$ cat config.mk
export PLATFORM = sky130hd
export DESIGN_NAME = filled_circle_span_generator
export DESIGN_NICKNAME = d
export VERILOG_FILES = /design/src/rtl/core/fcsg_pkg.sv /design/src/rtl/core/fcsg_front.sv /design/src/rtl/core/fcsg_queue.sv /design/src/rtl/core/fcsg_back.sv /design/src/rtl/core/filled_circle_span_generator.sv
export SDC_FILE = /design/constraint.sdc
export NUM_CORES = 1
export LEC_CHECK = 0
export ABC_AREA = 1
export BUFFER_PORTS_ARGS = -buffer_cell sky130_fd_sc_hd__buf_2
export CAP_MARGIN = 20
export CORE_ASPECT_RATIO = 0.5
export CORE_MARGIN = 2
export CORE_UTILIZATION = 55
export DETAILED_ROUTE_END_ITERATION = 16
export HOLD_SLACK_MARGIN = 0.1
export PLACE_DENSITY = 0.74
export SETUP_SLACK_MARGIN = 0.1
export SLEW_MARGIN = 20
export SYNTH_ARGS = -nofsm -noshare
export SYNTH_HDL_FRONTEND = slang
export SYNTH_SLANG_ARGS = --single-unit
$ cat constraint.sdc
create_clock -name clk -period 5.2 [get_ports clk]
set_clock_uncertainty 0.1 [all_clocks]
set_input_delay 0.52 -clock clk [delete_from_list [all_inputs] [get_ports clk]]
set_output_delay 0.52 -clock clk [all_outputs]
set_load 0.05 [all_outputs]
$ cat src/rtl/core/fcsg_pkg.sv
// Shared types and constants for the filled-circle span generator.
// No dependencies; used by every module of the block.
`default_nettype none

package fcsg_pkg;

  // Largest radius the block draws; larger commands are clamped to it.
  localparam logic [6:0] MAX_RADIUS = 7'd80;

  // A circle never produces more steps than this.
  localparam int unsigned STEP_LIMIT = 64;
  localparam int unsigned STEP_CNT_W = $clog2(STEP_LIMIT);
  localparam logic [STEP_CNT_W-1:0] STEP_CNT_LAST = STEP_CNT_W'(STEP_LIMIT - 1);

  // Midpoint decision arithmetic.
  localparam int unsigned DEC_W = 12;
  localparam logic signed [DEC_W-1:0] DEC_START = 12'sd3;
  localparam logic signed [DEC_W-1:0] DEC_DIAG  = 12'sd10;
  localparam logic signed [DEC_W-1:0] DEC_AXIS  = 12'sd6;

  // Command queue between front and back.
  localparam int unsigned QUEUE_DEPTH = 2;
  localparam int unsigned QUEUE_PTR_W = $clog2(QUEUE_DEPTH);
  localparam int unsigned QUEUE_CNT_W = $clog2(QUEUE_DEPTH + 1);

  // Widths of the stream words.
  localparam int unsigned S_DATA_W = 40;
  localparam int unsigned M_DATA_W = 80;

  // A classified circle command, ready for the step engine.
  typedef struct packed {
    logic [7:0]              centre_x;
    logic [7:0]              centre_y;
    logic [6:0]              radius;
    logic signed [DEC_W-1:0] decision;
    logic [15:0]             colour;
  } cmd_t;

  // One set of four vertical spans.
  typedef struct packed {
    logic [15:0] span_colour;
    logic [7:0]  rows_far_bottom;
    logic [7:0]  rows_far_top;
    logic [7:0]  col_left_far;
    logic [7:0]  col_right_far;
    logic [7:0]  rows_near_bottom;
    logic [7:0]  rows_near_top;
    logic [7:0]  col_left_near;
    logic [7:0]  col_right_near;
  } span_t;

endpackage

`default_nettype wire

$ cat src/rtl/core/fcsg_front.sv
// Front stage: takes circle commands, clamps the radius and prepares the
// starting decision value. Depends on fcsg_pkg.
`default_nettype none

module fcsg_front (
  input  wire               clk,
  input  wire               rst,
  input  wire               in_valid,
  output logic              in_ready,
  input  wire  [7:0]        centre_x,
  input  wire  [7:0]        centre_y,
  input  wire  [6:0]        radius,
  input  wire  [15:0]       colour,
  output logic              out_valid,
  input  wire               out_ready,
  output fcsg_pkg::cmd_t    out_cmd
);

  logic           valid;
  fcsg_pkg::cmd_t cmd;
  fcsg_pkg::cmd_t cmd_next;
  logic [6:0]     rad_sat;

  assign in_ready  = !valid || out_ready;
  assign out_valid = valid;
  assign out_cmd   = cmd;

  always_comb begin
    rad_sat = (radius > fcsg_pkg::MAX_RADIUS) ? fcsg_pkg::MAX_RADIUS : radius;
    cmd_next.centre_x = centre_x;
    cmd_next.centre_y = centre_y;
    cmd_next.radius   = rad_sat;
    cmd_next.decision = fcsg_pkg::DEC_START
                      - $signed({{(fcsg_pkg::DEC_W-8){1'b0}}, rad_sat, 1'b0});
    cmd_next.colour   = colour;
  end

  always_ff @(posedge clk) begin
    if (rst) begin
      valid <= 1'b0;
    end else if (in_ready) begin
      valid <= in_valid;
    end
  end

  always_ff @(posedge clk) begin
    if (in_valid && in_ready) begin
      cmd <= cmd_next;
    end
  end

endmodule

`default_nettype wire

$ cat src/rtl/core/fcsg_queue.sv
// Short command queue that lets the front and back stall independently.
// Depends on fcsg_pkg.
`default_nettype none

module fcsg_queue (
  input  wire               clk,
  input  wire               rst,
  input  wire               push,
  output logic              push_ready,
  input  fcsg_pkg::cmd_t    push_cmd,
  output logic              pop_valid,
  input  wire               pop,
  output fcsg_pkg::cmd_t    pop_cmd
);

  fcsg_pkg::cmd_t                 entries [fcsg_pkg::QUEUE_DEPTH];
  logic [fcsg_pkg::QUEUE_PTR_W-1:0] wr_ptr;
  logic [fcsg_pkg::QUEUE_PTR_W-1:0] rd_ptr;
  logic [fcsg_pkg::QUEUE_CNT_W-1:0] fill;
  logic                           do_push;
  logic                           do_pop;

  assign push_ready = (fill != fcsg_pkg::QUEUE_CNT_W'(fcsg_pkg::QUEUE_DEPTH));
  assign pop_valid  = (fill != '0);
  assign pop_cmd    = entries[rd_ptr];
  assign do_push    = push && push_ready;
  assign do_pop     = pop && pop_valid;

  always_ff @(posedge clk) begin
    if (rst) begin
      wr_ptr <= '0;
      rd_ptr <= '0;
      fill   <= '0;
    end else begin
      if (do_push) begin
        wr_ptr <= wr_ptr + 1'b1;
      end
      if (do_pop) begin
        rd_ptr <= rd_ptr + 1'b1;
      end
      unique case ({do_push, do_pop})
        2'b10:   fill <= fill + 1'b1;
        2'b01:   fill <= fill - 1'b1;
        default: fill <= fill;
      endcase
    end
  end

  always_ff @(posedge clk) begin
    if (do_push) begin
      entries[wr_ptr] <= push_cmd;
    end
  end

endmodule

`default_nettype wire

$ cat src/rtl/core/fcsg_back.sv
// Back stage: runs the midpoint circle loop for one command at a time and
// emits one set of spans per step through an output register. Depends on fcsg_pkg.
`default_nettype none

module fcsg_back (
  input  wire               clk,
  input  wire               rst,
  input  wire               cmd_valid,
  output logic              cmd_pop,
  input  fcsg_pkg::cmd_t    cmd,
  output logic              out_valid,
  input  wire               out_ready,
  output fcsg_pkg::span_t   out_span,
  output logic              out_last
);

  logic                                busy;
  logic [7:0]                          cx;
  logic [7:0]                          cy;
  logic signed [7:0]                   step_x;
  logic signed [7:0]                   step_y;
  logic signed [fcsg_pkg::DEC_W-1:0]   decision;
  logic [15:0]                         pen_colour;
  logic [fcsg_pkg::STEP_CNT_W-1:0]     step_cnt;

  logic                                advance;
  logic signed [7:0]                   y_next;
  logic signed [7:0]                   x_next;
  logic signed [fcsg_pkg::DEC_W-1:0]   decision_next;
  logic signed [fcsg_pkg::DEC_W-1:0]   diff_ext;
  logic signed [fcsg_pkg::DEC_W-1:0]   x_ext;
  logic                                last_next;
  fcsg_pkg::span_t                     span_next;

  assign advance = busy && (!out_valid || out_ready);
  assign cmd_pop = !busy && cmd_valid;

  always_comb begin
    x_ext = fcsg_pkg::DEC_W'(step_x);
    if (decision > 0) begin
      y_next        = step_y - 8'sd1;
      diff_ext      = fcsg_pkg::DEC_W'(step_x) - fcsg_pkg::DEC_W'(step_y - 8'sd1);
      decision_next = decision + (diff_ext <<< 2) + fcsg_pkg::DEC_DIAG;
    end else begin
      y_next        = step_y;
      diff_ext      = '0;
      decision_next = decision + (x_ext <<< 2) + fcsg_pkg::DEC_AXIS;
    end
    x_next    = step_x + 8'sd1;
    last_next = (y_next < x_next) || (step_cnt == fcsg_pkg::STEP_CNT_LAST);

    span_next.col_right_near   = cx + step_x;
    span_next.col_left_near    = cx - step_x;
    span_next.rows_near_top    = cy - y_next;
    span_next.rows_near_bottom = cy + y_next;
    span_next.col_right_far    = cx + y_next;
    span_next.col_left_far     = cx - y_next;
    span_next.rows_far_top     = cy - step_x;
    span_next.rows_far_bottom  = cy + step_x;
    span_next.span_colour      = pen_colour;
  end

  always_ff @(posedge clk) begin
    if (rst) begin
      busy      <= 1'b0;
      out_valid <= 1'b0;
      step_cnt  <= '0;
    end else begin
      if (cmd_pop) begin
        busy     <= 1'b1;
        step_cnt <= '0;
      end else if (advance) begin
        busy     <= !last_next;
        step_cnt <= step_cnt + 1'b1;
      end
      if (advance) begin
        out_valid <= 1'b1;
      end else if (out_ready) begin
        out_valid <= 1'b0;
      end
    end
  end

  always_ff @(posedge clk) begin
    if (cmd_pop) begin
      cx         <= cmd.centre_x;
      cy         <= cmd.centre_y;
      step_x     <= '0;
      step_y     <= $signed({1'b0, cmd.radius});
      decision   <= cmd.decision;
      pen_colour <= cmd.colour;
    end else if (advance) begin
      step_x   <= x_next;
      step_y   <= y_next;
      decision <= decision_next;
    end
    if (advance) begin
      out_span <= span_next;
      out_last <= last_next;
    end
  end

endmodule

`default_nettype wire

$ cat src/rtl/core/filled_circle_span_generator.sv
// Top level of the filled-circle span generator: front stage, command queue
// and step engine. Depends on fcsg_pkg, fcsg_front, fcsg_queue and fcsg_back.
//
//   Channel | Direction | Handshake          | Contents
//   --------+-----------+--------------------+------------------------------------
//   s_*     | in        | s_tvalid/s_tready  | one circle command
//   m_*     | out       | m_tvalid/m_tready  | four vertical spans of one step
//
// A circle of radius r gives roughly r/sqrt(2)+1 items, never more than 64.
// The step engine produces one item per cycle while m_tready is high; a new
// circle first takes a load step, in which the engine takes its command from
// the queue and emits no item. The front stage and the two-entry queue
// take up to three further commands while a circle is being drawn. Reset
// is synchronous and clears all handshake state. A stalled m_tready freezes
// the engine and holds the output item until it is taken.
`default_nettype none

module filled_circle_span_generator (
  input  wire                                clk,
  input  wire                                rst,
  input  wire                                s_tvalid,
  output logic                               s_tready,
  // s_tdata, lowest bit up: centre_x[7:0], centre_y[15:8], radius[22:16],
  // colour[38:23], zero[39]
  input  wire  [fcsg_pkg::S_DATA_W-1:0]      s_tdata,
  output logic                               m_tvalid,
  input  wire                                m_tready,
  // m_tdata, lowest bit up: col_right_near, col_left_near, rows_near_top,
  // rows_near_bottom, col_right_far, col_left_far, rows_far_top,
  // rows_far_bottom (8 bits each), span_colour (16 bits)
  output logic [fcsg_pkg::M_DATA_W-1:0]      m_tdata,
  output logic                               m_tlast
);

  logic            front_valid;
  logic            front_ready;
  fcsg_pkg::cmd_t  front_cmd;
  logic            queue_valid;
  logic            queue_pop;
  fcsg_pkg::cmd_t  queue_cmd;
  fcsg_pkg::span_t span;

  // Front stage: clamp the radius and work out the starting decision value.
  fcsg_front u_front (
    .clk       (clk),
    .rst       (rst),
    .in_valid  (s_tvalid),
    .in_ready  (s_tready),
    .centre_x  (s_tdata[7:0]),
    .centre_y  (s_tdata[15:8]),
    .radius    (s_tdata[22:16]),
    .colour    (s_tdata[38:23]),
    .out_valid (front_valid),
    .out_ready (front_ready),
    .out_cmd   (front_cmd)
  );

  // Commands wait here while the engine is drawing an earlier circle.
  fcsg_queue u_queue (
    .clk        (clk),
    .rst        (rst),
    .push       (front_valid),
    .push_ready (front_ready),
    .push_cmd   (front_cmd),
    .pop_valid  (queue_valid),
    .pop        (queue_pop),
    .pop_cmd    (queue_cmd)
  );

  // Step engine: one midpoint step per accepted output item.
  fcsg_back u_back (
    .clk       (clk),
    .rst       (rst),
    .cmd_valid (queue_valid),
    .cmd_pop   (queue_pop),
    .cmd       (queue_cmd),
    .out_valid (m_tvalid),
    .out_ready (m_tready),
    .out_span  (span),
    .out_last  (m_tlast)
  );

  // The span struct is declared highest field first, so it packs straight
  // into the output word with col_right_near in the lowest bits.
  assign m_tdata = span;

endmodule

`default_nettype wire

# --- After elaboration in Yosys (flattened, before gate mapping) ---
# Memories as Yosys holds them, arrays and structs flattened. A register that Yosys moved wholly into a read port is not among the register bits.
# Cells that the tools add are included.
word_totals:
  n_memories: 1
  latchBits: 0
  in_bits: 44
  ff_bits: 205
  mem_bits_rw: 102
  elab_cells: 92
  mem_bits_ro: 0
memory_table:
  columns: ["memory", "words", "word_bits", "rd", "rd_clocked_by_memory_dff", "write_ports", "line_no", "source"]
  rows:
  - ["u_queue.entries", 2, 51, 1, 1, 1, "fcsg_queue.sv:16", "fcsg_pkg::cmd_t entries [fcsg_pkg::QUEUE_DEPTH];"]
classes:
  n_reduce_logical: 17
  div_mod_pow: 0
  shifts: 0
  bitwise_logic: 0
  n_mux: 16
  n_eq_ne: 4
  magnitude_cmp: 3
  multipliers: 0
  addsub: 22
op_table:
  columns: ["cell", "count"]
  rows:
  - ["$mux W12", 3]
  - ["$add A8 B8 Y8", 4]
  - ["$sub A8 B8 Y8", 4]
  - ["$mux W7", 3]
  - ["$add A12 B10 Y12", 1]
  - ["$add A12 B12 Y12", 1]
  - ["$add A12 B4 Y12 const B", 1]
  - ["$add A12 B5 Y12 const B", 1]
  - ["$gt A12 B1 Y1 const B", 1]
  - ["$sub A8 B9 Y10", 1]
  - ["$sub A2 B8 Y9 const A", 1]
  - ["$sub A8 B2 Y9 const B", 1]
  - ["$add A8 B2 Y8 const B", 1]
  - ["$lt A8 B8 Y1", 1]
  - ["$mux W1", 8]
  - ["$mux W8", 1]
  - ["$reduce_bool A2 Y1", 4]
  - ["$sub A8 B2 Y8 const B", 1]
  - ["$gt A7 B7 Y1 const B", 1]
  - ["$add A6 B1 Y6 const B", 1]
  - ["$eq A6 B6 Y1 const B", 1]
  - ["$logic_and A1 B1 Y1", 5]
  - ["$logic_not A1 Y1", 4]
  - ["$pmux W2 S2", 1]
  - ["8 further kinds", 11]

# --- Depth between registers and ports, before layout ---
depth:
  word_depth: 7
  depth_mapped: 23
  depth_no_buf: 23

# --- Cells and area by module ---
# A second synthesis with hierarchy kept.
unflattened:
  hier_cells: 1129
  area_unflattened_um2: 14637.8
by_module_without_submodules:
  columns: ["mod", "instances", "area_per_inst_um2", "cells_each"]
  rows:
  - ["fcsg_back", 1, 8807.2, 832]
  - ["fcsg_queue", 1, 4177.8, 197]
  - ["fcsg_front", 1, 1652.8, 100]

# --- Worst setup path after synthesis ---
# Ideal clock, no wire load.
synth_timing:
  path_type: "reg2reg"
  startpoint: "reg u_back.step_x[1]"
  endpoint: "reg u_back.decision[11] (netlist name), data pin"
  stages_incl_launch_ff: 22
  arrival_time_ns: 3.332
  period_less_slack_ns: 3.687
  required_time_ns: 4.845
  setup_ns: 0.255
  path_slack_ns: 1.513
  cell_sequence: "dfxtp_1 -> inv_1 -> ha_1 -> inv_1 -> ha_1 -> fa_1 -> nand3_1 -> nand2_1 -> a31oi_1 -> xor2_1 -> ha_1 -> ha_1 -> nand2_1 -> inv_1 -> a21boi_0 -> nand3_1 -> inv_1 -> nand3_1 -> nand3_1 -> nand2_1 -> nand2_1 -> nand2_1"
synth_via:
  elab_chain_cells: 6
synth_rtl:
  columns: ["element", "line_no", "source"]
  rows:
  - ["from (decl)", "fcsg_back.sv:20", "logic signed [7:0] step_x;"]
  - ["from (signal assigned)", "fcsg_back.sv:93", "step_x <= x_next;"]
  - ["$sub A8 B9 Y10", "fcsg_back.sv:42", "diff_ext = fcsg_pkg::DEC_W'(step_x) - fcsg_pkg::DEC_W'(step_y - 8'sd1);"]
  - ["$add A12 B12 Y12", "fcsg_back.sv:43", "decision_next = decision + (diff_ext <<< 2) + fcsg_pkg::DEC_DIAG;"]
  - ["$add A12 B5 Y12", "fcsg_back.sv:43", null]
  - ["$mux W12 *", "fcsg_back.sv:40", "if (decision > 0) begin"]
  - ["$mux W12 *", "fcsg_back.sv:92", "end else if (advance) begin"]
  - ["$mux W12 *", "fcsg_back.sv:85", "if (cmd_pop) begin"]
  - ["to (signal assigned)", "fcsg_back.sv:90", "decision <= cmd.decision;"]
  - ["to (signal assigned)", "fcsg_back.sv:95", "decision <= decision_next;"]
  - ["to (decl)", "fcsg_back.sv:22", "logic signed [fcsg_pkg::DEC_W-1:0] decision;"]
# Mark *: on every way between the ends. The rest lies on a longest branch, timed or not. The select of a mux whose other input is x is not followed.
# A chain may end at the register's enable or synchronous reset.

# --- Final worst setup path ---
# Ends and elaborated chain as after synthesis.

==> impl_metrics.csv <==
group,metric,value,unit
setup_path,setup.worst_path.class,"register to register",
cells_and_area,antenna-diode-count,0,
place,place_worst_setup_slack,0.8277,ns
die,die_height,116.9,um
yosys,synth.yosys.warnings,0,
sta,worst_max_slew_pin_slew,1.014,ns
global_routing,grt_max_degree,51,
detailed_routing,remaining_number_of_nets_flagged_by_the_antenna_check_after_routing,0,
yosys,ys.flop_type,"sky130_fd_sc_hd__edfxtp_1",
setup_path,worstPathRequired,5.42,ns
cells_and_area,area_delta_synth_final,15.62,%
yosys,synth_top_family_by_area,"adder cells",
yosys,synth_top_area_cell,"sky130_fd_sc_hd__edfxtp_1",
worst_hold_path,worstHoldPathType,"primary input to register",
clock_tree,clock_latency,0.57,ns
sta,fmaxAchievable,0.2265,GHz
yosys,synth-compound-area-share,6.922,%
global_routing,number_of_global_route_vias_before_repair,8645,
sta,slew_viol_final,0,
sta,share_of_the_clock_period_used_by_the_worst_path,84.91,%
yosys,synth_adder_area_share,12.36,%
detailed_routing,detail_route.iter0.violations,726,
setup_path,path_max_fanout,7,
global_routing,grt_util_met1,30.92,%
yosys,async_reset_ff_share,0,%
place,portBuffers,125,
place,detailedPlacementHpwl,20.36,mm
clock_tree,clk_root_buffer_cell,"sky130_fd_sc_hd__clkbuf_16",
setup_path,worst_path_max_stage_delay,0.61,ns
sta,setup_ws,0.7846,ns
global_routing,met3_usage,4.457,%
die,die-area,26880,sq um
detailed_routing,detail_route.wirelength,29.54,mm
yosys,synth_cells,1229,
global_routing,grt_pass1_wl,45.38,mm
setup_path,worst_reg2reg_path_length_in_cells,21,
yosys,post_synth_simple_gate_area,11.44,%
setup_path,critical_path.endpoint_type,"register",
setup_path,ordered_cell_list_for_the_critical_path,"inv_1 -> ha_1 -> inv_1 -> ha_1 -> fa_1 -> nand3_1 -> nand2_1 -> a31oi_1 -> xor2_1 -> ha_1 -> ha_1 -> nand2_1 -> inv_1 -> a21boi_0 -> nand3_1 -> inv_1 -> nand3_1 -> nand3_1 -> nand2_1 -> nand2_1 -> nand2_1",
detailed_routing,drc,0,
detailed_routing,num_vias,9247,
global_routing,globalRouteOverflowTotal,0,
clock_tree,cts-htree-levels,1,
global_routing,global_route.peak_usage_layer,"met2",
clock_tree,clock_path_buffers,3,
clock_tree,cts-buffers-inserted,26,
sta,setup_total_negative_slack,0,ns
global_routing,grt_antenna_before_repair,0,
sta,slew_headroom,32.43,%
yosys,synth_seq_area_share,60.01,%
status,run_status,"finished, final reports clean",
yosys,syn-num-nets,1405,
cells_and_area,final_net_count,1572,
detailed_routing,drt_pass1_iterations,5,
sta,timing.final.crit_period,4.415,ns
die,initial_core_util,55.80,%
job,maxCapViolCount,0,
yosys,syn-cell-area,14030,sq um
setup_path,crit_path_top_delay_cell,"sky130_fd_sc_hd__dfxtp_1",
setup_path,cpMostUsedCell,"sky130_fd_sc_hd__nand2_1",
die,design.core.area,25140,sq um
setup_path,critical_path.startpoint_type,"register",
clock_tree,clkSlewWorstSetupHoldPaths,0.08,ns
yosys,postSynthRegisterBits,288,
yosys,post_synth_xor_area_fraction,4.567,%
sta,setup_viol,0,
setup_path,r2r_slack,0.78,ns
yosys,yosys-mux-area-fraction,0.07136,%
die,die-width,229.9,um
global_routing,use_met2,35.26,%
yosys,ys_top_cells_by_area,"sky130_fd_sc_hd__edfxtp_1, sky130_fd_sc_hd__ha_1, sky130_fd_sc_hd__nand2_1",
sta,rsz0062_at_grt,"no",
place,gp_congestion,0.9194,
clock_tree,tritoncts,"yes",
detailed_routing,route.detailed.vias_per_inst,5.257,
setup_path,worst_ep_arrival_time,4.63,ns
yosys,postSynthAreaPerCell,11.41,sq um
yosys,synth-edff-count,265,
yosys,synthMostInstantiatedCell,"sky130_fd_sc_hd__edfxtp_1",
detailed_routing,wire_per_inst,16.79,um
die,top_level_ports,127,
sta,timing_hold_violations_final,0,
global_routing,grt_use_total,21.78,%
die,core.rowCount,41,
worst_hold_path,hold_path_depth,4,
clock_tree,clock_sink_count,288,
cells_and_area,utilization,64.52,%
yosys,synth.distinct_cells,40,
yosys,most_instantiated_cells_after_synthesis,"sky130_fd_sc_hd__edfxtp_1, sky130_fd_sc_hd__nand2_1, sky130_fd_sc_hd__inv_1",
cells_and_area,share_of_layout_cells_above_drive_strength_1,13.64,%
yosys,synth_top_area_share,56.73,%
## layout make-up
class,instances,area (sq um)
flip-flops and latches,288,8418
fillers,1864,8919
repair buffers,166,1018
inverters,141,530.5
clock buffers,30,665.6
multi-input cells,773,4977
well taps,344,430.4
clock inverters,17,177.7
## worst paths after layout
path,startpoint,end
setup / recovery,u_back.step_x[1],u_back.decision[11]
hold / removal,m_tready,u_back.out_valid
setup reg to reg,u_back.step_x[1],u_back.decision[11]
hold reg to reg,u_back.pen_colour[12],u_back.out_span[76]
## cells in the final DEF (no fill, tap or decap), drive strengths merged, types with 2 or more instances in the layout
cell,count
clkinv,12
nor3,9
a31oi,12
edfxtp,265
o22ai,7
nand4,9
ha,121
nor2,72
fa,11
nor4,2
buf,132
o311ai,3
dlygate4sd3,34
dfxtp,23
a21oi,92
inv,143
a211oi,2
o211ai,2
nand2,262
or2,8
nand3,30
xor2,58
bufinv,2
o31ai,12
o21ai,35
and2,2
o21bai,5
clkbuf,30
xnor2,13
## cell families (layout without fill, tap and decap cells)
family | Yosys count | in the layout
buffers and inverters | 168 | 354
multiplexers | 1 | 1
adder cells (fa/ha/maj) | 132 | 132
XOR/XNOR | 71 | 71
flip-flops | 288 | 288
AO/OA/AOI/OAI | 174 | 174
AND/OR/NAND/NOR | 395 | 395
## routing by layer
layer	share of wire, %	vias up
met4	1.9	0
met1	46	4344
met3	7.4	49
li1	-	4557
met2	45	297
met5	0	-
## registers in the layout, indices dropped and copies added (netlist names), 2 cells and up, named ones only
register	count
u_back.step_x	8
u_back.out_span	76
u_back.cy	8
u_front.out_cmd	46
u_back.cx	8
u_back.step_cnt	6
u_back.step_y	8
u_back.decision	11
u_queue.fill	2
u_back.pen_colour	16
u_queue.entries	92
## worst max-delay path, delay by kind of cell (launching register included)
family	cells	cell delay [ns]
compound gates	2	0.35
xor+xnor	1	0.21
fa+ha+maj	5	1.61
buf+inv	4	0.50
simple gates	9	0.78
flops	1	0.61
## through the flow
step,hold WS [ns],instance area [sq um],std cells
global route,0.1417,16220,1759
detailed placement,0.3057,15030,1678
finish,0.1361,16220,1759
floorplan,0.3003,14030,1229
global placement,0.3039,15030,1678
CTS,0.1116,16220,1759
## what timing repair did
item / CTS / global route
hold endpoints to repair: 35 / 0
setup buffers: 0 / 0
hold buffers: 34 / 0
resized for setup: 0 / 0
Power is left out: the tool's default activity adds up to more than one toggle a clock period on the data nets, which glitch-free logic cannot reach.
